==> config.mk <==
export PLATFORM = sky130hd
export DESIGN_NAME = apd_scaler
export DESIGN_NICKNAME = d
export VERILOG_FILES = /design/src/apd_pkg.sv /design/src/apd_scaler.sv
export SDC_FILE = /design/constraint.sdc
export NUM_CORES = 1
export LEC_CHECK = 0
export ABC_AREA = 1
export BUFFER_PORTS_ARGS = -buffer_cell sky130_fd_sc_hd__buf_2
export CAP_MARGIN = 0
export CORE_MARGIN = 1.5
export CORE_UTILIZATION = 60
export DETAILED_ROUTE_END_ITERATION = 8
export PLACE_DENSITY = 0.86
export SYNTH_ARGS = -nofsm -noshare
export SYNTH_HDL_FRONTEND = slang
export SYNTH_SLANG_ARGS = --single-unit
==> constraint.sdc <==
create_clock -name clock -period 9.5 [get_ports clock]
set_clock_uncertainty 0.15 [all_clocks]
set_input_delay 0 -clock clock [delete_from_list [all_inputs] [get_ports clock]]
set_output_delay 0 -clock clock [all_outputs]
set_load 0.02 [all_outputs]
==> src/apd_pkg.sv <==
// Shared types and constants for the ASCII PNM pixel decoder.
package apd_pkg;
   localparam int DimBitsDefault = 16;
   localparam int TokenBits = 16;
   localparam int QueueDepth = 4;

   typedef enum logic [1:0] {
      KIND_HEADER = 2'd0,
      KIND_PIXEL  = 2'd1,
      KIND_ERROR  = 2'd2,
      KIND_NONE   = 2'd3
   } kind_type;

   localparam logic ERR_FORMAT = 1'b0;
   localparam logic ERR_EARLY_END = 1'b1;

   typedef struct packed {
      logic [7:0] in_byte;
      logic       end_of_stream;
   } req_type;

   typedef struct packed {
      logic [1:0]  result_kind;
      logic [15:0] image_width;
      logic [15:0] image_height;
      logic [1:0]  channel_count;
      logic [7:0]  pixel_byte;
      logic        error_code;
      logic        last_pixel;
   } rsp_type;

   // Work handed from the parser to the scaling back end.
   typedef struct packed {
      rsp_type     rsp;
      logic        do_scale;
      logic [15:0] sample;
      logic [15:0] max_level;
   } job_type;
endpackage

==> src/apd_scaler.sv <==
// Back end: bit-serial divide of sample*255 by maxval (skipped when maxval is 0 or 255), then result register.
module apd_scaler (
   input  logic             clock,
   input  logic             reset,
   input  logic             job_valid,
   input  apd_pkg::job_type job,
   output logic             job_ready,
   output logic             out_valid,
   input  logic             out_ready,
   output apd_pkg::rsp_type out_data
);
   typedef enum logic [2:0] {
      ST_IDLE = 3'b001,
      ST_DIV  = 3'b010,
      ST_OUT  = 3'b100
   } st_type;

   st_type      st_ff, st_in;
   apd_pkg::rsp_type rsp_ff, rsp_in;
   logic [23:0] num_ff, num_in;
   logic [16:0] rem_ff, rem_in;
   logic [15:0] den_ff, den_in;
   logic [4:0]  cnt_ff, cnt_in;
   logic [16:0] trial;
   logic [23:0] prod;

   always_comb begin
      st_in = st_ff;
      rsp_in = rsp_ff;
      num_in = num_ff;
      rem_in = rem_ff;
      den_in = den_ff;
      cnt_in = cnt_ff;
      prod = {job.sample, 8'd0} - {8'd0, job.sample};
      trial = {rem_ff[15:0], num_ff[23]};
      job_ready = (st_ff == ST_IDLE);
      out_valid = (st_ff == ST_OUT);
      out_data = rsp_ff;
      unique case (st_ff)
         ST_IDLE: if (job_valid) begin
            rsp_in = job.rsp;
            if (job.do_scale && job.max_level == 16'd255) begin
               rsp_in.pixel_byte = job.sample[7:0];
               st_in = ST_OUT;
            end else if (job.do_scale && job.max_level != '0) begin
               num_in = prod;
               rem_in = '0;
               den_in = job.max_level;
               cnt_in = 5'd24;
               st_in = ST_DIV;
            end else begin
               st_in = ST_OUT;
            end
         end
         ST_DIV: begin
            // Restoring division, one quotient bit per cycle into num.
            if (trial >= {1'b0, den_ff}) begin
               rem_in = trial - {1'b0, den_ff};
               num_in = {num_ff[22:0], 1'b1};
            end else begin
               rem_in = trial;
               num_in = {num_ff[22:0], 1'b0};
            end
            cnt_in = cnt_ff - 5'd1;
            if (cnt_ff == 5'd1) begin
               rsp_in.pixel_byte = (num_in[23:8] != '0) ? 8'hFF : num_in[7:0];
               st_in = ST_OUT;
            end
         end
         ST_OUT: if (out_ready) st_in = ST_IDLE;
         default: st_in = ST_IDLE;
      endcase
   end

   always_ff @(posedge clock) begin
      rsp_ff <= rsp_in;
      num_ff <= num_in;
      rem_ff <= rem_in;
      den_ff <= den_in;
      cnt_ff <= cnt_in;
      if (reset) st_ff <= ST_IDLE;
      else st_ff <= st_in;
   end
endmodule
**Word level (Yosys, flattened, before mapping)**

Index checks and enable logic that the tools add are counted.

- Register bits: 110
- Latch bits: 0
- Memory bits (writable): 0
- ROM bits: 0
- Input bits: 83
- Output and inout port bits: 48
- Word-level logic and storage cells: 63
- Memories kept: 0

- $add $sub $neg: 3
- $mul: 0
- Divide/modulo/power cells: 0
- Order comparisons: 1
- Equal/unequal tests: 10
- Shift operators: 0
- Mux-type cells: 26
- Bitwise logic cells: 1
- Reduce and logical (&&, ||, !) cells: 10

Operators with widths:

| kind | number |
|---|---|
| two-way mux 24 bit | 4 |
| two-way mux 16 bit | 4 |
| case mux 24 bit (2 select lines) | 1 |
| case mux 16 bit (2 select lines) | 1 |
| nonzero test 16 bit | 2 |
| two-way mux 8 bit | 3 |
| subtractor 24 x 16 -> 24 bit | 1 |
| greater-or-equal comparator 17 x 16 -> 1 bit | 1 |
| equality test 16 x 8 -> 1 bit (second input constant) | 1 |
| case mux 8 bit (2 select lines) | 1 |
| subtractor 16 bit | 1 |
| two-way mux 3 bit | 5 |
| two-way mux 5 bit | 3 |
| two-way mux 10 bit | 1 |
| case mux 5 bit (2 select lines) | 1 |
| case mux 3 bit (3 select lines) | 1 |
| AND reduction 4 bit | 2 |
| inequality test 2 bit (second input constant) | 3 |
| AND reduction 3 bit | 2 |
| equality test 5 x 1 -> 1 bit (second input constant) | 1 |
| subtractor 5 x 1 -> 5 bit (second input constant) | 1 |
| inequality test 2 x 1 -> 1 bit (second input constant) | 2 |
| equality test 3 x 1 -> 1 bit (second input constant) | 1 |
| equality test 3 x 2 -> 1 bit (second input constant) | 1 |
| other kinds (6) | 7 |

**Logic depth before layout (Yosys ltp)**

- Word-level depth: 7
- Mapped depth: 15
- Depth with buffers taken out: 13

**Worst setup path after synthesis**

No wires, ideal clock.

- Path type: register to register
- Start point: register st_ff[2]
- End point: register cnt_ff[0] (enable)
- Setup time: 462 ps
- Arrival: 3142 ps
- Setup slack: 5745 ps
- Stages on the path, launching flop included: 6
- Path buffers: 0
- Cell sequence: dfxtp_1 > nor3_2 > clkinv_1 > nand2_1 > nand2_1 > a21oi_1

- Longest elaborated chain between the ends: 3

Ends and longest elaborated chain:

| what | line | source |
|---|---|---|
| start, declared | apd_scaler.sv:18 | `st_type st_ff, st_in;` |
| start signal, assigned | apd_scaler.sv:82 | `else st_ff <= st_in;` |
| equality test 3 x 1 -> 1 bit or equality test 3 x 2 -> 1 bit (tied branches) | apd_scaler.sv:39 | `unique case (st_ff)` |
| inequality test 2 x 1 -> 1 bit (no line) (tied with other cells) | - |  |
| AND reduction 4 bit (no line) * | - |  |
| end signal, assigned | apd_scaler.sv:80 | `cnt_ff <= cnt_in;` |
| end, declared | apd_scaler.sv:23 | `logic [4:0] cnt_ff, cnt_in;` |

Every way passes the cells marked *; elsewhere a longest branch is shown, timed or not.
A chain may end at the register's enable or synchronous reset.

**Worst setup path after layout**

- Start point: register st_ff[0]
- End point: register den_ff[3] (enable)

- Longest elaborated chain between the ends: 2

Ends and longest elaborated chain:

| what | line | source |
|---|---|---|
| equality test 3 x 1 -> 1 bit | apd_scaler.sv:39 |  |
| AND reduction 4 bit (no line) | - |  |
| end signal, assigned | apd_scaler.sv:79 | `den_ff <= den_in;` |
| end, declared | apd_scaler.sv:22 | `logic [15:0] den_ff, den_in;` |

Every way passes these cells.

==> impl_metrics.ini <==
[logic_synthesis]
yosysSeqAreaShare = 0.4905
netlist.area_leader.share = 0.4815
netlist_area_sq_um = 6673
syn_nets = 935
synthCells = 824
ys_seq_elements = 110
netlist_top_cells_area = edfxtp_1, nand2_1, inv_1
netlist-cell-type-count = 37
avgSynthCellArea_sq_um = 8.098
yosysWarningCount = 0
synth_top_cell_by_area = edfxtp_1
synthFlopType = edfxtp_1
synthArstFlopShare = 0
synth-edff-count = 107

[cells_and_area]
drive_above_1_share = 0.1646
final_common_cell = nand2_1
layout.nets = 1151
diodes = 0
most-common-layout-cells = nand2_1, inv_1, buf_2, edfxtp_1, nor2_1
syn_to_final_growth_pct = 27.53
final_util = 0.7850

[setup_path]
cp.required_ns = 9.36
worstPathCellList = nand3_1, nor2_4, nand4_1, inv_1
critPathTopFamily = simple AND/OR/NAND/NOR gates
path_buf_inv = 1
critPathSlowestCell = nor2_4
arrival_ns = 2.75
crit_type = flop to flop
cp_max_fo = 39
crit_cells = 4
r2r_cells = 4
crit_path_max_incr_delay_ns = 0.85
cp-start-kind = flop
end_kind = flop

[sta]
slew_headroom = 0.3023
period_minus_slack_ns = 2.887
period_share = 0.3038
fmax_mhz = 346.4
final_hold_viol_count = 0
tightest_slew_ns = 1.044
rsz0062_at_grt = no
setup_slack_ns = 6.613
setup_viol = 0
slew_viol_final = 0
fin_tns_setup_ns = 0

[floorplan]
io_pins = 131
die_height_um = 108.5
die_w_um = 108.5
core_sq_um = 10840
start_util = 0.6155
dieArea_sq_um = 11760
row_count = 38

[global_routing]
grt_pass1_vias = 6141
grt_use_total = 0.3169
grt_overflow_total = 0
antenna_found_initial = 0
grt_pass1_wl_um = 28260
grt_max_degree = 58

[detailed_routing]
wirelength_um = 18050
viasPerCell = 5.285
postRouteAntennaNets = 0
drtIter0Drc = 505
wl_per_cell_um = 15.23
drc = 0
vias = 6263
firstDrtPassIters = 8

[clock_network]
cts_max_path_buffers = 2
clock-sinks = 110
cts.clk_slew.worst_paths_ns = 0.10
h-tree-depth = 3
tritoncts = built
cts_made_buffers = 9
cts_resized = 0
cts_root_buf = clkbuf_8
clock_latency_ns = 0.38

[place]
routabilityCongestion = 0.9879
port_buffers = 130
dp_hpwl_um = 12350
pre_cts_ws_ns = 6.612

[status]
status = completed

[hold_path]
hold_depth = 6
hold_class = input pin to flop

[power]
power.leakage_nw = 3.998
power.density_nw_per_um2 = 180.2
ir_drop_v = 0.0001614
finalPower_w = 0.001534

[run]
maxCapViolCount = 0
==> metrics by stage <==
step	cell area (sq um)	hold WS (ns)	cells
6_report	8509	0.05527	1185
5_1_grt	8509	0.08283	1185
4_1_cts	8509	0.02702	1185
3_5_place_dp	7463	0.02810	1084
3_3_place_gp	7463	0.02621	1084
2_1_floorplan	6673	-0.08093	824
==> routing by layer <==
metal	up-vias	wire length, um	track usage
li1	3111	-	-
met3	63	1073	0.05124
met1	2817	7242	0.3818
met4	0	704	0.1391
met2	272	9027	0.5588
met5	-	0	0
==> layout make-up <==
cell class | instances | area, sq um
clock inverter | 6 | 67.56
tap | 140 | 175.2
sequential | 110 | 3273
inverter | 135 | 506.7
timing repair buffer | 217 | 1516
multi-input combinational | 567 | 2843
fill | 738 | 2331
clock buffer | 10 | 127.6
==> cell usage after synthesis, types with 4 or more instances <==
cell,instances
nand2_1,246
inv_1,133
edfxtp_1,107
nor2_1,103
nand3_1,58
ha_1,27
a21oi_1,25
o21ai_0,22
nand4_1,15
nor2_2,9
nand3b_1,8
xor2_1,8
nor3_1,7
o211ai_1,7
buf_2,6
nand3_2,6
nor4_1,5
xnor2_1,4
==> worst paths after layout <==
check / startpoint / endpoint / slack, ns
setup / recovery: st_ff[0]$_SDFFE_PP1P_ / den_ff[3]$_DFFE_PP_ / 6.61
hold / removal: out_ready / st_ff[2]$_SDFFE_PP0P_ / 0.06
setup reg to reg: st_ff[0]$_SDFFE_PP1P_ / den_ff[3]$_DFFE_PP_ / 6.61
hold reg to reg: num_ff[21]$_DFFE_PP_ / num_ff[22]$_DFFE_PP_ / 0.42
==> state kept, by name (all words and copies together), names as in the netlist <==
signal / flops
out_data: 46
num_ff: 24
den_ff: 16
rem_ff: 16
cnt_ff: 5
st_ff: 3
==> worst register-to-register path: cells and delay by family, from the launching register on <==
family	cells	cell delay, ns
and+or+nand+nor	3	1.37
buffers and inverters	1	0.59
DFF	1	0.42
==> cells by family (layout without fill, tap and decap cells) <==
kind of cell / count (synthesis) / in the layout / synth area share
compound gates: 61 / 61 / 0.05119
xor+xnor: 12 / 12 / 0.01575
simple gates: 466 / 466 / 0.3017
flops: 110 / 110 / 0.4905
buf+inv: 147 / 368 / 0.08719
fa+ha+maj: 28 / 28 / 0.05363
==> where the power goes <==
| group | switching (W) | internal (W) |
|---|---|---|
| logic | 0.000377 | 0.000190 |
| registers | 0.0000388 | 0.000655 |
| clock network | 0.000171 | 0.000103 |
==> what timing repair did <==
action	in CTS	in global routing
setup buffers	0	0
hold endpoints to repair	79	0
hold buffers	85	0
Note: power is estimated with default switching activity, not from simulation.
