==> config.mk <==
export PLATFORM = sky130hd
export DESIGN_NAME = apd_queue
export DESIGN_NICKNAME = d
export VERILOG_FILES = /design/src/apd_pkg.sv /design/src/apd_queue.sv
export SDC_FILE = /design/constraint.sdc
export NUM_CORES = 1
export LEC_CHECK = 0
export ABC_AREA = 1
export BUFFER_PORTS_ARGS = -buffer_cell sky130_fd_sc_hd__clkbuf_2
export CORE_MARGIN = 2
export CORE_UTILIZATION = 60
export DETAILED_ROUTE_END_ITERATION = 10
export PLACE_DENSITY = 0.82
export SYNTH_ARGS = -nofsm -noshare
export SYNTH_HDL_FRONTEND = slang
export SYNTH_SLANG_ARGS = --single-unit
==> constraint.sdc <==
create_clock -name clock -period 7.1 [get_ports clock]
set_input_delay 1.065 -clock clock [delete_from_list [all_inputs] [get_ports clock]]
set_output_delay 1.065 -clock clock [all_outputs]
set_load 0.005 [all_outputs]
==> src/apd_pkg.sv <==
// Shared types and constants for the ASCII PNM pixel decoder.
package apd_pkg;
   localparam int DimBitsDefault = 16;
   localparam int TokenBits = 16;
   localparam int QueueDepth = 4;

   typedef enum logic [1:0] {
      KIND_HEADER = 2'd0,
      KIND_PIXEL  = 2'd1,
      KIND_ERROR  = 2'd2,
      KIND_NONE   = 2'd3
   } kind_type;

   localparam logic ERR_FORMAT = 1'b0;
   localparam logic ERR_EARLY_END = 1'b1;

   typedef struct packed {
      logic [7:0] in_byte;
      logic       end_of_stream;
   } req_type;

   typedef struct packed {
      logic [1:0]  result_kind;
      logic [15:0] image_width;
      logic [15:0] image_height;
      logic [1:0]  channel_count;
      logic [7:0]  pixel_byte;
      logic        error_code;
      logic        last_pixel;
   } rsp_type;

   // Work handed from the parser to the scaling back end.
   typedef struct packed {
      rsp_type     rsp;
      logic        do_scale;
      logic [15:0] sample;
      logic [15:0] max_level;
   } job_type;
endpackage

==> src/apd_queue.sv <==
// Short job FIFO between the parser and the scaler.
module apd_queue (
   input  logic             clock,
   input  logic             reset,
   input  logic             push,
   input  apd_pkg::job_type push_data,
   input  logic             pop,
   output logic             not_empty,
   output logic             has_room,
   output apd_pkg::job_type pop_data
);
   localparam int AW = $clog2(apd_pkg::QueueDepth);
   apd_pkg::job_type mem_ff [apd_pkg::QueueDepth];
   logic [AW-1:0] wr_ff, wr_in, rd_ff, rd_in;
   logic [AW:0]   cnt_ff, cnt_in;

   always_comb begin
      not_empty = cnt_ff != '0;
      has_room = cnt_ff < (AW+1)'(apd_pkg::QueueDepth);
      pop_data = mem_ff[rd_ff];
      wr_in = push ? wr_ff + 1'b1 : wr_ff;
      rd_in = pop ? rd_ff + 1'b1 : rd_ff;
      cnt_in = cnt_ff + (AW+1)'(push) - (AW+1)'(pop);
   end

   always_ff @(posedge clock) begin
      if (push) mem_ff[wr_ff] <= push_data;
   end

   always_ff @(posedge clock) begin
      if (reset) begin
         wr_ff <= '0;
         rd_ff <= '0;
         cnt_ff <= '0;
      end else begin
         wr_ff <= wr_in;
         rd_ff <= rd_in;
         cnt_ff <= cnt_in;
      end
   end
endmodule

== Yosys cells after proc, flatten, opt, wreduce, memory -nomap -nowiden ==
Memory sizes are Yosys's and may differ from the RTL's. A register that Yosys moved wholly into a read port is not among the register bits.
Cells that the tools add are included.
Word-level totals
  bits in registers: 7
  bits in writable memories: 316
  input port bits: 83
  output and inout bits: 81
  memories kept: 1
Memory list
  mem_ff: depth 4, width 79, read ports 1, clocked after memory_dff 1, wr ports 1, line apd_queue.sv:13  | apd_pkg::job_type mem_ff [apd_pkg::QueueDepth];
Cells by class
  $add $sub $neg: 4
  order comparisons: 1
  muxes and demuxes: 4
  reduce and logical (&&, ||, !) cells: 1
Operator list (number)
  $add A2 B1 Y2 const B: 2
  $mux W2: 2
  $add A3 B1 Y3: 1
  $lt A3 B3 Y1 const B: 1
  $reduce_bool A3 Y1: 1
  $sub A3 B1 Y3: 1
  $mux W1: 2

== Depth between registers and ports, before layout ==
  word-level depth: 3
  gate-level depth with buffers: 9
  gate-level depth less buffers: 9

== Least setup slack after synthesis ==
No wires, ideal clock.
  kind: input to register
  from: input port push
  to: memory mem_ff[0][0] (netlist name), enable pin
  library setup time: 433 ps
  arrival: 2630 ps
  setup slack: 4038 ps
  cell stages on the path: 2
  cell sequence: nand2_1 -> inv_1
On the way
  word-level cells in the longest chain between the ends: 2
RTL lines
  from (decl): line apd_queue.sv:5  | input logic push,
  $mux W1: line apd_queue.sv:27  | if (push) mem_ff[wr_ff] <= push_data;
  $mux W1 (implied by the code): line apd_queue.sv:27
  to (decl): line apd_queue.sv:13
Every way passes these cells.

==> impl_results.html <==
<table>
<tr><th>Metric</th><th>Value</th></tr>
<tr><th colspan="2">Yosys</th></tr>
<tr><td>Mapped Cells</td><td>976</td></tr>
<tr><td>Warnings from Yosys</td><td>0</td></tr>
<tr><td>Top cell type by total area after synthesis</td><td>edfxtp_1</td></tr>
<tr><td>Post-synthesis area per instance</td><td>13.8 um2</td></tr>
<tr><td>Cell variety after synth</td><td>20</td></tr>
<tr><td>Share of synthesized flip-flops with an asynchronous set or reset</td><td>0</td></tr>
<tr><td>Cell types occupying the most area after synthesis</td><td>edfxtp_1 71%, o211ai_2 7.3%, inv_1 4.8%, nand2_1 4.6%, a21oi_1 2.4%</td></tr>
<tr><td>FF+latch count, synth</td><td>325</td></tr>
<tr><td>Fraction of synthesized cell area taken by the top area cell type</td><td>0.706</td></tr>
<tr><td>Number of flops mapped to enable cells by yosys</td><td>316</td></tr>
<tr><td>Primary FF master, synth</td><td>edfxtp_1</td></tr>
<tr><td>Synth top cells by count</td><td>316 x edfxtp_1, 173 x inv_1, 166 x nand2_1</td></tr>
<tr><td>Synthesized Nets</td><td>1066</td></tr>
<tr><td>Dominant cell by count in the synthesized netlist</td><td>edfxtp_1</td></tr>
<tr><td>Synth Cell Area</td><td>13400 um2</td></tr>
<tr><td>Post-synthesis sequential area ratio</td><td>0.720</td></tr>
<tr><th colspan="2">Setup path</th></tr>
<tr><td>Worst R2R Path Depth</td><td>5</td></tr>
<tr><td>Arrival time at the worst endpoint</td><td>2.53 ns</td></tr>
<tr><td>Capturing element type of the critical path</td><td>primary output</td></tr>
<tr><td>R2R Setup Slk</td><td>4.80 ns</td></tr>
<tr><td>Maximum fanout along the worst path</td><td>83</td></tr>
<tr><td>Kind of start point of the critical path</td><td>register</td></tr>
<tr><td>RR Endpoint</td><td>mem_ff[0][65]</td></tr>
<tr><td>Source of the worst register-to-register timing path</td><td>wr_ff[0]</td></tr>
<tr><td>Data required time of the worst path</td><td>6.03 ns</td></tr>
<tr><td>Critical path class</td><td>reg2out</td></tr>
<tr><th colspan="2">Floorplanning</th></tr>
<tr><td>Starting utilization of the core area</td><td>0.614</td></tr>
<tr><td>Total core area</td><td>21900 um2</td></tr>
<tr><td>Full die area</td><td>23600 um2</td></tr>
<tr><td>Cell row count</td><td>54</td></tr>
<tr><td>Die H</td><td>154 um</td></tr>
<tr><td>I/O pin count</td><td>164</td></tr>
<tr><td>Width of the chip</td><td>154 um</td></tr>
<tr><th colspan="2">CTS</th></tr>
<tr><td>Quantity of gates resized following cts</td><td>0</td></tr>
<tr><td>Clock insertion delay at the later pin of the skew report</td><td>0.54 ns</td></tr>
<tr><td>Deepest clock path buffer count</td><td>3</td></tr>
<tr><td>Clock tree from TritonCTS</td><td>yes</td></tr>
<tr><td>Clk pin slew, worst setup/hold paths</td><td>0.06 ns</td></tr>
<tr><td>TritonCTS Buffers</td><td>31</td></tr>
<tr><td>Sinks on the clock net</td><td>325</td></tr>
<tr><td>Depth of the CTS H-tree</td><td>1</td></tr>
<tr><td>Post-CTS setup buffers</td><td>0</td></tr>
<tr><td>Root buf cell</td><td>clkbuf_16</td></tr>
<tr><td>Count of hold-fix buffers inserted at cts</td><td>0</td></tr>
<tr><th colspan="2">STA</th></tr>
<tr><td>Slew at the pin with the worst max-slew slack</td><td>0.996 ns</td></tr>
<tr><td>Worst-case headroom to the max-slew limit</td><td>0.336</td></tr>
<tr><td>Worst Hold Slack</td><td>0.453 ns</td></tr>
<tr><td>Max-slew violation total from the final report</td><td>0</td></tr>
<tr><td>Period utilization</td><td>0.506</td></tr>
<tr><td>Total negative slack for setup checks</td><td>0 ns</td></tr>
<tr><td>Count of endpoints failing hold in the final timing report</td><td>0</td></tr>
<tr><td>Timing-limited maximum frequency</td><td>278 MHz</td></tr>
<tr><td>RSZ-0062 raised after global routing</td><td>no</td></tr>
<tr><td>Final setup violation count</td><td>0</td></tr>
<tr><td>Time the final worst path needs with I/O delays and setup</td><td>3.60 ns</td></tr>
<tr><td>Largest clock skew in the final design</td><td>0.00792 ns</td></tr>
<tr><th colspan="2">Pwr</th></tr>
<tr><td>Total power density per cell area</td><td>271 nW/um2</td></tr>
<tr><td>Largest vdd supply drop</td><td>211 uV</td></tr>
<tr><td>Leakage</td><td>5.89 nW</td></tr>
<tr><th colspan="2">Routing</th></tr>
<tr><td>Total wire length after detailed routing</td><td>23000 um</td></tr>
<tr><td>First-pass iteration count of the detailed router</td><td>6</td></tr>
<tr><td>Routed Antenna Nets</td><td>0</td></tr>
<tr><td>Drt initial violations</td><td>463</td></tr>
<tr><td>DRC Markers</td><td>0</td></tr>
<tr><td>Per-cell routed wire length</td><td>16.1 um</td></tr>
<tr><td>Number of vias in the routed layout</td><td>7454</td></tr>
<tr><td>DR vias/cell</td><td>5.22</td></tr>
<tr><th colspan="2">Global routing</th></tr>
<tr><td>Total global routing overflow</td><td>0</td></tr>
<tr><td>Met1 track utilization from global routing</td><td>0.255</td></tr>
<tr><td>Global-route wire length before repair</td><td>37100 um</td></tr>
<tr><td>Met3 Use GR</td><td>0.0496</td></tr>
<tr><td>Vias in the first global route</td><td>7381</td></tr>
<tr><td>Number of antenna violations at the first check in global routing</td><td>2</td></tr>
<tr><td>Met2 global-route usage</td><td>0.325</td></tr>
<tr><td>GRT Total Usage</td><td>0.195</td></tr>
<tr><td>Maximum number of pins on one net before global-route repair</td><td>190</td></tr>
<tr><td>Most used routing layer</td><td>met2</td></tr>
<tr><th colspan="2">Placement</th></tr>
<tr><td>Count of buffers inserted at the top-level ports</td><td>163</td></tr>
<tr><td>Routability-driven placement congestion ratio</td><td>0.715</td></tr>
<tr><td>Detail Placement HPWL</td><td>13200 um</td></tr>
<tr><th colspan="2">Layout</th></tr>
<tr><td>Register cell area after layout</td><td>9680 um2</td></tr>
<tr><td>Final core occ</td><td>0.692</td></tr>
<tr><td>Area overhead of the layout relative to synthesis</td><td>12.7%</td></tr>
<tr><td>Net count reported at finish</td><td>1216</td></tr>
<tr><td>Footprint of the multi-input gates</td><td>2640 um2</td></tr>
<tr><td>Filler instances</td><td>1469</td></tr>
<tr><td>Fraction of layout cells with a size suffix above 1</td><td>0.273</td></tr>
<tr><td>Count of inserted antenna diode cells</td><td>0</td></tr>
<tr><th colspan="2">Min path</th></tr>
<tr><td>Hold Path Origin</td><td>rd_ff[1]</td></tr>
<tr><td>Cells on Worst Hold Path</td><td>2</td></tr>
<tr><td>Classification of the worst-slack hold path</td><td>reg2reg</td></tr>
<tr><th colspan="2">Flow run</th></tr>
<tr><td>Total of max-cap violations</td><td>0</td></tr>
<tr><th colspan="2">Status</th></tr>
<tr><td>Run status</td><td>completed</td></tr>
</table>
critical path, cell delays in order, from the launching register on:
cell and delay, ns:
dfxtp_4 0.67, buf_4 0.78, a21oi_1 0.18, o21ai_1 0.12
nand2_1 0.07, clkbuf_2 0.11
how the worst max path moves through the flow:
stage / start / end / cells after the start
6_report: register / pop_data[34] / 5
5_1_grt: register / pop_data[21] / 5
2_1_floorplan: push / mem_ff[0][0] / 2
3_3_place_gp: register / pop_data[25] / 5
4_1_cts: register / pop_data[21] / 5
3_5_place_dp: register / pop_data[21] / 5
metrics by stage:
stage | instance area [um2] | std cells | setup WS (ns) | power [mW]
finish | 15100 | 1428 | 3.50 | 4.11
global route | 15100 | 1428 | 3.25 | 4.27
CTS | 15100 | 1428 | 3.45 | 4.14
detailed placement | 14200 | 1373 | 4.04 | 2.65
global placement | 14200 | 1373 | 4.10 | 2.63
floorplan | 13400 | 976 | 4.04 | 2.51
cell families (layout without fill, tap and decap cells):
kind of cell | after synthesis | in the layout | synth area share
compound gates | 247 | 247 | 0.141
fa+ha+maj | 7 | 7 | 0.00708
simple gates | 171 | 171 | 0.0480
flops | 325 | 325 | 0.720
buf+inv | 226 | 398 | 0.0840
layout make-up:
class	count	area share
inverters	173	0.0432
flip-flops and latches	325	0.639
clock inverters	15	0.00801
multi-input cells	425	0.174
clock buffers	40	0.0535
well taps	280	0.0231
repair buffers	170	0.0590
routing by layer:
metal,up-vias,share of wire
li1,3709,-
met1,3481,0.41
met2,208,0.49
met3,52,0.073
met4,4,0.026
met5,-,0.0011
sequential cells by signal (all words and copies together), names as in the netlist, named ones only:
register and count:
cnt_ff 3, wr_ff 2, rd_ff 2, mem_ff 316
cells in the final DEF (no fill, tap or decap), drive strengths merged:
master,count
a21oi,85
buf,7
bufinv,2
clkbuf,203
clkinv,15
clkinvlp,2
dfxtp,9
edfxtp,316
fa,1
ha,6
inv,169
nand2,166
nand3,2
nor2,3
o211ai,79
o21ai,83
power breakdown:
group / internal, mW / leakage (nW) / switching (mW)
Combinational: 0.136 / 2.46 / 0.233
Clock: 0.869 / 0.448 / 0.639
Sequential: 2.20 / 2.98 / 0.0375
Note: power is estimated with default switching activity, not from simulation.
