==> src/apd_pkg.sv <==
// Shared types and constants for the ASCII PNM pixel decoder.
package apd_pkg;
   localparam int DimBitsDefault = 16;
   localparam int TokenBits = 16;
   localparam int QueueDepth = 4;

   typedef enum logic [1:0] {
      KIND_HEADER = 2'd0,
      KIND_PIXEL  = 2'd1,
      KIND_ERROR  = 2'd2,
      KIND_NONE   = 2'd3
   } kind_type;

   localparam logic ERR_FORMAT = 1'b0;
   localparam logic ERR_EARLY_END = 1'b1;

   typedef struct packed {
      logic [7:0] in_byte;
      logic       end_of_stream;
   } req_type;

   typedef struct packed {
      logic [1:0]  result_kind;
      logic [15:0] image_width;
      logic [15:0] image_height;
      logic [1:0]  channel_count;
      logic [7:0]  pixel_byte;
      logic        error_code;
      logic        last_pixel;
   } rsp_type;

   // Work handed from the parser to the scaling back end.
   typedef struct packed {
      rsp_type     rsp;
      logic        do_scale;
      logic [15:0] sample;
      logic [15:0] max_level;
   } job_type;
endpackage

==> src/apd_parser.sv <==
// Front end: tokenizes header and pixel bytes and issues scaling jobs.
module apd_parser #(
   parameter int DIM_BITS = apd_pkg::DimBitsDefault
) (
   input  logic              clock,
   input  logic              reset,
   input  logic              step,
   input  apd_pkg::req_type  req,
   output logic              job_valid,
   output apd_pkg::job_type  job
);
   typedef enum logic [6:0] {
      PH_SEEK   = 7'b0000001,
      PH_FORMAT = 7'b0000010,
      PH_WIDTH  = 7'b0000100,
      PH_HEIGHT = 7'b0001000,
      PH_MAXVAL = 7'b0010000,
      PH_PIXELS = 7'b0100000,
      PH_DONE   = 7'b1000000
   } phase_type;

   localparam logic [16:0] DimMax = 17'((32'd1 << DIM_BITS) - 1);

   phase_type   phase_ff, phase_in;
   logic        comment_ff, comment_in;
   logic [1:0]  chan_ff, chan_in;
   logic [DIM_BITS-1:0] width_ff, width_in, height_ff, height_in;
   logic [15:0] maxl_ff, maxl_in;
   logic [15:0] acc_ff, acc_in;
   logic        hasd_ff, hasd_in;
   logic [33:0] left_ff, left_in;
   // Product of width and height, kept across header tokens.
   logic [31:0] area_ff, area_in;

   logic [7:0]  b;
   logic        is_digit, tok_phase, finish;
   logic [19:0] acc_x10;
   logic [15:0] tok;
   logic [33:0] total;
   apd_pkg::kind_type kind;
   logic        err, last, scale;

   always_comb begin
      b = req.in_byte;
      is_digit = (b >= 8'h30) && (b <= 8'h39);
      tok_phase = (phase_ff == PH_WIDTH) || (phase_ff == PH_HEIGHT) ||
                  (phase_ff == PH_MAXVAL) || (phase_ff == PH_PIXELS);
      acc_x10 = {acc_ff, 3'b000} + {2'b00, acc_ff, 1'b0} + {16'd0, b[3:0] - 4'd0};
      phase_in = phase_ff;
      comment_in = comment_ff;
      chan_in = chan_ff;
      width_in = width_ff;
      height_in = height_ff;
      maxl_in = maxl_ff;
      acc_in = acc_ff;
      hasd_in = hasd_ff;
      left_in = left_ff;
      area_in = area_ff;
      kind = apd_pkg::KIND_NONE;
      err = apd_pkg::ERR_FORMAT;
      last = 1'b0;
      scale = 1'b0;
      finish = 1'b0;
      tok = acc_ff;
      // The channel count is 0, 1 or 3, so the sample total is a masked shift-add.
      total = ({2'b00, area_ff} & {34{chan_ff[0]}}) +
              ({1'b0, area_ff, 1'b0} & {34{chan_ff[1]}});
      if (phase_ff == PH_SEEK) begin
         if (comment_ff) begin
            if (b == 8'h0A) comment_in = 1'b0;
         end else if (b == 8'h23) begin
            comment_in = 1'b1;
         end else if (b == 8'h50 || b == 8'h70) begin
            phase_in = PH_FORMAT;
         end
      end else if (phase_ff == PH_FORMAT) begin
         if (b == 8'h32) begin
            chan_in = 2'd1;
            phase_in = PH_WIDTH;
         end else if (b == 8'h33) begin
            chan_in = 2'd3;
            phase_in = PH_WIDTH;
         end else begin
            kind = apd_pkg::KIND_ERROR;
            phase_in = PH_DONE;
         end
      end else if (tok_phase) begin
         if (comment_ff) begin
            if (b == 8'h0A) comment_in = 1'b0;
         end else if (is_digit) begin
            acc_in = (acc_x10 > 20'd65535) ? 16'hFFFF : acc_x10[15:0];
            hasd_in = 1'b1;
         end else begin
            finish = hasd_ff;
            if (b == 8'h23) comment_in = 1'b1;
         end
      end
      if (req.end_of_stream && tok_phase && (is_digit && !comment_ff ? 1'b1 : hasd_ff))
         finish = 1'b1;
      if (finish) begin
         tok = acc_in;
         acc_in = '0;
         hasd_in = 1'b0;
         unique case (phase_ff)
            PH_WIDTH: begin
               width_in = DIM_BITS'((17'(tok) > DimMax) ? DimMax : 17'(tok));
               phase_in = PH_HEIGHT;
            end
            PH_HEIGHT: begin
               height_in = DIM_BITS'((17'(tok) > DimMax) ? DimMax : 17'(tok));
               area_in = 32'(width_ff) * 32'(DIM_BITS'((17'(tok) > DimMax) ? DimMax
                                                                           : 17'(tok)));
               phase_in = PH_MAXVAL;
            end
            PH_MAXVAL: begin
               maxl_in = tok;
               left_in = total;
               phase_in = (total == '0) ? PH_DONE : PH_PIXELS;
               kind = apd_pkg::KIND_HEADER;
            end
            PH_PIXELS: begin
               kind = apd_pkg::KIND_PIXEL;
               scale = 1'b1;
               if (left_ff != '0) left_in = left_ff - 34'd1;
               if (left_ff <= 34'd1) begin
                  last = 1'b1;
                  phase_in = PH_DONE;
               end
            end
            default: ;
         endcase
      end
      if (req.end_of_stream && phase_in != PH_DONE) begin
         kind = apd_pkg::KIND_ERROR;
         err = apd_pkg::ERR_EARLY_END;
         last = 1'b0;
         scale = 1'b0;
      end
      job_valid = step && (kind != apd_pkg::KIND_NONE);
      job.rsp.result_kind = kind;
      job.rsp.image_width = 16'(width_in);
      job.rsp.image_height = 16'(height_in);
      job.rsp.channel_count = chan_in;
      job.rsp.pixel_byte = '0;
      job.rsp.error_code = err;
      job.rsp.last_pixel = last;
      job.do_scale = scale;
      job.sample = tok;
      job.max_level = maxl_ff;
   end

   always_ff @(posedge clock) begin
      if (reset || (step && req.end_of_stream)) begin
         phase_ff <= PH_SEEK;
         comment_ff <= 1'b0;
         chan_ff <= '0;
         width_ff <= '0;
         height_ff <= '0;
         maxl_ff <= '0;
         acc_ff <= '0;
         hasd_ff <= 1'b0;
         left_ff <= '0;
         area_ff <= '0;
      end else if (step) begin
         phase_ff <= phase_in;
         comment_ff <= comment_in;
         chan_ff <= chan_in;
         width_ff <= width_in;
         height_ff <= height_in;
         maxl_ff <= maxl_in;
         acc_ff <= acc_in;
         hasd_ff <= hasd_in;
         left_ff <= left_in;
         area_ff <= area_in;
      end
   end
endmodule

==> config.mk <==
export PLATFORM = sky130hd
export DESIGN_NAME = apd_parser
export DESIGN_NICKNAME = d
export VERILOG_FILES = /design/src/apd_pkg.sv /design/src/apd_parser.sv
export SDC_FILE = /design/constraint.sdc
export NUM_CORES = 1
export LEC_CHECK = 0
export BUFFER_PORTS_ARGS = -buffer_cell sky130_fd_sc_hd__buf_2
export CAP_MARGIN = 20
export CORE_UTILIZATION = 50
export CTS_BUF_LIST = sky130_fd_sc_hd__clkbuf_16
export DETAILED_ROUTE_END_ITERATION = 10
export PLACE_DENSITY_LB_ADDON = 0.08
export SLEW_MARGIN = 20
export SYNTH_ARGS = -nofsm -noshare
export SYNTH_HDL_FRONTEND = slang
export SYNTH_SLANG_ARGS = --single-unit
==> constraint.sdc <==
create_clock -name clock -period 9.7 [get_ports clock]
set_input_delay 0.97 -clock clock [delete_from_list [all_inputs] [get_ports clock]]
set_output_delay 0.97 -clock clock [all_outputs]
set_load 0.005 [all_outputs]
=== Word level (Yosys, flattened, before mapping) ===
Index checks and enable logic that the tools add are counted.

* Bitwise logic cells: 2
* Reductions and logical operators: 24
* Add/sub/neg operators: 4
* Multiplexer cells: 65
* $lt $le $gt $ge: 4
* Multiply operators: 1
* Equality and inequality tests: 19

{| class="wikitable"
|+ Operators by type and width
! cell !! count
|-
| $mux 16 || 12
|-
| $mux 7 || 10
|-
| $pmux 34 s2 || 1
|-
| $add 34x34->34 || 1
|-
| $and 32x34->34 || 1
|-
| $and 33x34->34 || 1
|-
| $le 34x1->1 const B || 1
|-
| $logic_not 34->1 || 1
|-
| $mux 34 || 1
|-
| $reduce_bool 34->1 || 1
|-
| $sub 34x1->34 const B || 1
|-
| $mux 1 || 33
|-
| $mul 16x16->32 || 1
|-
| $pmux 7 s4 || 1
|-
| $eq 8x6->1 const B || 3
|-
| $add 19x17->20 || 1
|-
| $add 20x4->20 || 1
|-
| $gt 20x16->1 const B || 1
|-
| $eq 8x7->1 const B || 2
|-
| $mux 2 || 6
|-
| $reduce_and 3->1 || 3
|-
| $eq 8x4->1 const B || 1
|-
| $ge 8x6->1 const B || 1
|-
| $le 8x6->1 const B || 1
|-
| 16 further kinds || 33
|}

* Output and inout bits: 80
* Register bits: 141
* Logic and storage cells: 129

=== Depth between registers and ports, before layout ===
* Depth after elaboration: 14
* Depth in mapped cells: 38

=== Least setup slack after synthesis ===
OpenSTA, ideal clock, no wires.

* Kind: input-to-reg
* From: input req[4] in the netlist's numbering
* To: register area_ff[31]
* Buffers on the path: 1
* Required time: 9622 ps
* Setup time: 78 ps
* Slack: -159 ps
* Cell stages on the path: 34
* Arrival time: 9781 ps
* Cells stage by stage: fa_1 > ha_1 > a21o_1 > a21oi_1 > o21bai_1 > a21oi_1 > a211oi_1 > a211o_1 > and3_1 > a2111oi_1 > a21oi_1 > clkbuf_1 > and2_1 > fa_1 > inv_1 > fa_1 > fa_1 > inv_1 > ha_1 > fa_1 > inv_1 > fa_1 > inv_1 > ha_1 > a21oi_1 > o21a_1 > a31oi_1 > a41o_1 > o41ai_1 > o22ai_1 > or4_1 > and3_1 > mux2i_1 > nor3_1

* Cells in the longest elaborated chain, start to end: 9

{| class="wikitable"
|+ RTL lines
! item !! RTL line !! text
|-
| start, declared || apd_parser.sv:8 || <nowiki>input apd_pkg::req_type req,</nowiki>
|-
| $add 20x4->20 (tied with other cells) || apd_parser.sv:48 || <nowiki>acc_x10 = {acc_ff, 3'b000} + {2'b00, acc_ff, 1'b0} + {16'd0, b[3:0] - 4'd0};</nowiki>
|-
| $gt 20x16->1 or $logic_and 1x1->1 (tied branches) || apd_parser.sv:91, apd_parser.sv:45 ||
|-
| $mux 16 or $mux 1 (tied branches) || apd_parser.sv:91, apd_parser.sv:90 ||
|-
| $mux 16 or $mux 1 (tied branches) || apd_parser.sv:90, apd_parser.sv:88 ||
|-
| $mux 16 or $mux 1 (tied branches) || apd_parser.sv:88, apd_parser.sv:87 ||
|-
| $mux 16 or $mux 1 (tied branches) || apd_parser.sv:87, apd_parser.sv:76 ||
|-
| $mux 16 or $mux 1 (tied branches) || apd_parser.sv:76, apd_parser.sv:68 ||
|-
| $mux 16 or $mux 1 (tied branches) || apd_parser.sv:68, apd_parser.sv:98 ||
|-
| $mul 16x16->32 or $reduce_and 3->1 (tied branches) || -- ||
|-
| end signal, assigned || apd_parser.sv:174 || <nowiki>area_ff <= area_in;</nowiki>
|-
| end, declared || apd_parser.sv:33 || <nowiki>logic [31:0] area_ff, area_in;</nowiki>
|}

Several ways; a longest one is shown, not always the timed one.
A chain may end at the register's enable or synchronous reset.

=== Worst setup path after layout ===
Same ends and word-level chain as after synthesis.

==> run summary <==
The flow ran to the end, and the final reports show no timing, DRC or antenna violations. IR analysis of the VDD net gives a maximum drop of 0.000117 V. Dividing the final minimum period by the clock period gives 95.9%. The finished layout holds 2952 standard cells, fillers aside. Internal power comes to 0.000949 W.

Setup slack on the worst reg-to-reg path comes out at 0.61 ns. After detailed routing, the number of vias per cell comes to 5.75. The initial antenna violation count is 0, and the layout-stage area growth over the synthesis result is 11.9%.

The tools report the via count of the first global-routing pass as 16900. The final route contains 17000 vias. The final layout contains 2848 nets. By count the netlist is led by sky130_fd_sc_hd__nand2_1 (348), sky130_fd_sc_hd__inv_1 (261), sky130_fd_sc_hd__fa_1 (197), sky130_fd_sc_hd__and2_1 (193), sky130_fd_sc_hd__ha_1 (168). Derived from the worst setup path, the maximum achievable clock frequency is 108 MHz. Measured on the finished design, the core utilization comes to 56.9%. The first detailed-routing pass took 5 iterations. Power spread over the standard cell area amounts to 62.5 mW/mm^2.

Counting every sink on the clock net gives 141. The max-slew violation total from the final report is 0. The proportion of power drawn by combinational gates was 2.8%; the number of fillers in the final layout was 3517. Sequential cells burn 44.6% of the power. The source-to-sink clock delay at the later pin of the worst-skew pair was 0.47 ns.

The clock-pin slew on the worst setup and hold paths was 0.07 ns; the flip-flop and latch count after synthesis was 141. In the synthesized netlist the async set-or-reset flop fraction comes to 0%. The synthesized instance count came out at 2370.

The number of enable-type register cells in the synthesized netlist works out to 0. The depth of the most critical reg-to-reg path is 34. The cell repeated most along the worst path was sky130_fd_sc_hd__fa_1. The total congestion overflow after global routing is 0. Setup violations remaining at the end of the flow were counted as 0. Once placement completed, the tool counted placed cells totaling 2918. In this run the number of H-tree levels came out at 4.

Of the post-synthesis cell area, the dominant cell type holds 21.2%. The clock passes through at most 2 buffers. Number of buffer cells added on primary ports: 83. The total area inside the core boundary comes to 0.0366 sq mm. The logs give 0.0186 sq mm for the summed instance area of the synthesized netlist and 44400 um for the half-perimeter wire length after detailed placement. The tools report the startpoint of the worst-slack reg-to-reg timing path as acc_ff[0]. Along the worst path, the maximum fanout reaches 5. Per report_power, the clock group accounts for 52.6% of the total. Headroom to the max-slew limit came out at 35.2%. The final-report hold violation count is 0. The most common flop cell mapped by yosys is sky130_fd_sc_hd__dfxtp_1.

Yosys instantiated no cell more often than sky130_fd_sc_hd__nand2_1. The width of the die came out at 195 um. The tools report the root buffer cell as sky130_fd_sc_hd__clkbuf_16. The logs give 70 for the standard-cell row count and 0.399 ns for the final worst setup slack.

The global-route usage over all layers came out at 30.8%. Entering global routing, the biggest net connects 77 pins. TritonCTS created 17 clock buffers. The setup skew after layout was 0.0167 ns. After routing, the total negative slack on setup checks comes to 0 ns. STA classifies the critical path endpoint as a flip-flop. The critical-path cell with the highest stage delay was sky130_fd_sc_hd__fa_1. On the worst path, the slowest cell contributes a delay of 0.58 ns.

The post-detailed-route DRC marker count was 0. The tools report the number of nets with antenna violations after detailed routing as 0. The switching share of power was 27.1%; the final estimated routing congestion in global placement was 0.937. The path with the worst hold slack has its endpoint at height_ff[10]. The average routed wire per standard cell came out at 19.4 um.

Type of the most critical hold path: reg2reg. The worst hold path begins at height_ff[10]. Placement-stage worst setup slack: -0.338 ns. The busiest metal layer after global routing is met2.

The minimum clock period is 9.30 ns, and the initial DRC count is 959. Data on the critical path is required at its endpoint by 10.08 ns. The endpoint identified for the worst register-to-register timing path is area_ff[31]. After synthesis, the mean cell area works out to 7.86 sq um. The cell taking the most area after synthesis was sky130_fd_sc_hd__fa_1. Of the synthesized area, sequential elements account for 15.2%.

Cells with a size suffix above 1 make up 12.6% of the layout. The tools report the effective utilization at floorplan as 50.9%. The run gives 91900 um as the global-route wire length before repair. The die covers 0.0380 sq mm. The transition at the pin with the smallest max-transition slack is 0.970 ns, and the worst hold path stage count is 2.

STA classifies the critical path startpoint as an input port. STA puts the critical path data arrival time at 9.68 ns. TritonCTS built the clock tree.

Measured along the y axis, the die boundary spans 195 um. Global routing consumed, on the met3 layer, 3.77% of the routing resources. The number of synthesis warnings is 0, and the worst hold slack across all endpoints is 0.448 ns.

The final layout contains routed wiring with a total length of 57100 um. By area the synthesized netlist is led by sky130_fd_sc_hd__fa_1 (21%), sky130_fd_sc_hd__dfxtp_1 (15%), sky130_fd_sc_hd__ha_1 (11%). 0 antenna diodes ended up in the layout.

Tracing the worst setup path back leads to its startpoint at req[4]. The switching power of the nets is 0.000354 W, and the leakage component of the power is 10.1 nW. The total I/O pin count was 92. The worst setup path is of the in2reg kind. For this run, global-route usage on met1 was measured as 40.4%.

For met2 alone, demand over resource in global routing was 51.7%. Yosys mapped the design onto 77 distinct sky130hd cell types. The tool flagged a number of max-cap violations equal to 0.
cell families (layout without fill, tap and decap cells):
| logic type | count (synthesis) | after routing | synth area share, % |
|---|---|---|---|
| and+or+nand+nor | 884 | 884 | 23.1 |
| AOI/OAI and AO/OA | 494 | 494 | 16.5 |
| buffers and inverters | 397 | 504 | 8.25 |
| adders and majority gates | 365 | 365 | 32.5 |
| DFF | 141 | 141 | 15.2 |
| xor gates and xnor gates | 56 | 56 | 2.63 |
| muxes | 32 | 32 | 1.91 |
| other | 1 | 8 | 0.0201 |
what timing repair did:
action	CTS	global route
endpoints found under the setup margin	0	10
gates resized for setup	0	20
hold buffers	0	0
buffers inserted	0	2
layer usage:
layer	vias to the layer above	wire (um)
met3	110	2680
li1	8089	-
met5	-	0
met1	8316	25300
met2	454	27200
met4	0	1970
worst max-delay path by stage:
stage | cells after the start | end
after detailed placement | 38 | area_ff[31]
final | 35 | area_ff[31]
after floorplan | 38 | area_ff[31]
after global routing | 35 | area_ff[31]
after global placement | 35 | area_ff[31]
after CTS | 38 | area_ff[31]
power by group through the flow:
stage	sequential (W)	combinational [W]	clock (W)
2_1_floorplan	0.000593	0.0000233	0
3_3_place_gp	0.000594	0.0000353	0
3_5_place_dp	0.000594	0.0000358	0
4_1_cts	0.000581	0.0000357	0.000693
5_1_grt	0.000581	0.0000387	0.000711
6_report	0.000581	0.0000364	0.000686
worst max-delay path, delay by kind of cell:
| family | cells | cell delay, ns |
|---|---|---|
| buffers and inverters | 5 | 0.45 |
| AND/OR/NAND/NOR | 4 | 0.94 |
| AO/OA/AOI/OAI | 16 | 3.11 |
| adder cells (fa/ha/maj) | 9 | 4.09 |
| multiplexers | 1 | 0.12 |
layout make-up:
cell class,instances,area [sq um],area share [%]
multi-input cells,1839,14500,69.4
clock inverters,15,155,0.744
clock buffers,17,425,2.04
well taps,468,586,2.81
repair buffers,210,1400,6.71
inverters,262,983,4.72
flip-flops and latches,141,2820,13.5
metrics by stage:
step	power [W]	cell area, sq um
detailed placement	0.000630	20200
global route	0.00133	20800
finish	0.00130	20800
floorplan	0.000616	18700
CTS	0.00131	20700
global placement	0.000629	20200
cell usage in the layout, fill, tap and decap left out, drive strengths merged, types with 5 or more instances in the layout:
cell type / Yosys / routed
nand2: 348 / 348
inv: 261 / 269
nor4: 8 / 8
a21oi: 151 / 151
nor2b: 15 / 15
o21a: 19 / 19
o22a: 7 / 7
a31oi: 14 / 14
xor2: 22 / 22
xnor2: 34 / 34
nand3: 81 / 81
a211o: 8 / 8
and3: 10 / 10
ha: 168 / 168
a21o: 36 / 36
o211ai: 7 / 7
buf: 22 / 210
nor3: 45 / 45
o31ai: 10 / 10
or2: 5 / 5
a22o: 18 / 18
nand4: 15 / 15
clkbuf: 113 / 17
or3: 12 / 12
conb: 1 / 8
clkinv: 1 / 5
and2: 194 / 194
or4: 6 / 6
nand2b: 11 / 11
nor2: 115 / 115
fa: 197 / 197
mux2: 28 / 28
a211oi: 25 / 25
o21bai: 6 / 6
dfxtp: 141 / 141
o22ai: 14 / 14
a22oi: 15 / 15
o21ai: 128 / 128
nor3b: 5 / 5
state kept, by name, summed over array words and instances, names as in the netlist, 2 cells and up:
| signal | count |
|---|---|
| height_ff | 16 |
| width_ff | 16 |
| left_ff | 34 |
| acc_ff | 16 |
| phase_ff | 7 |
| area_ff | 32 |
| maxl_ff | 16 |
| chan_ff | 2 |
Power figures use the tool's default switching activity.
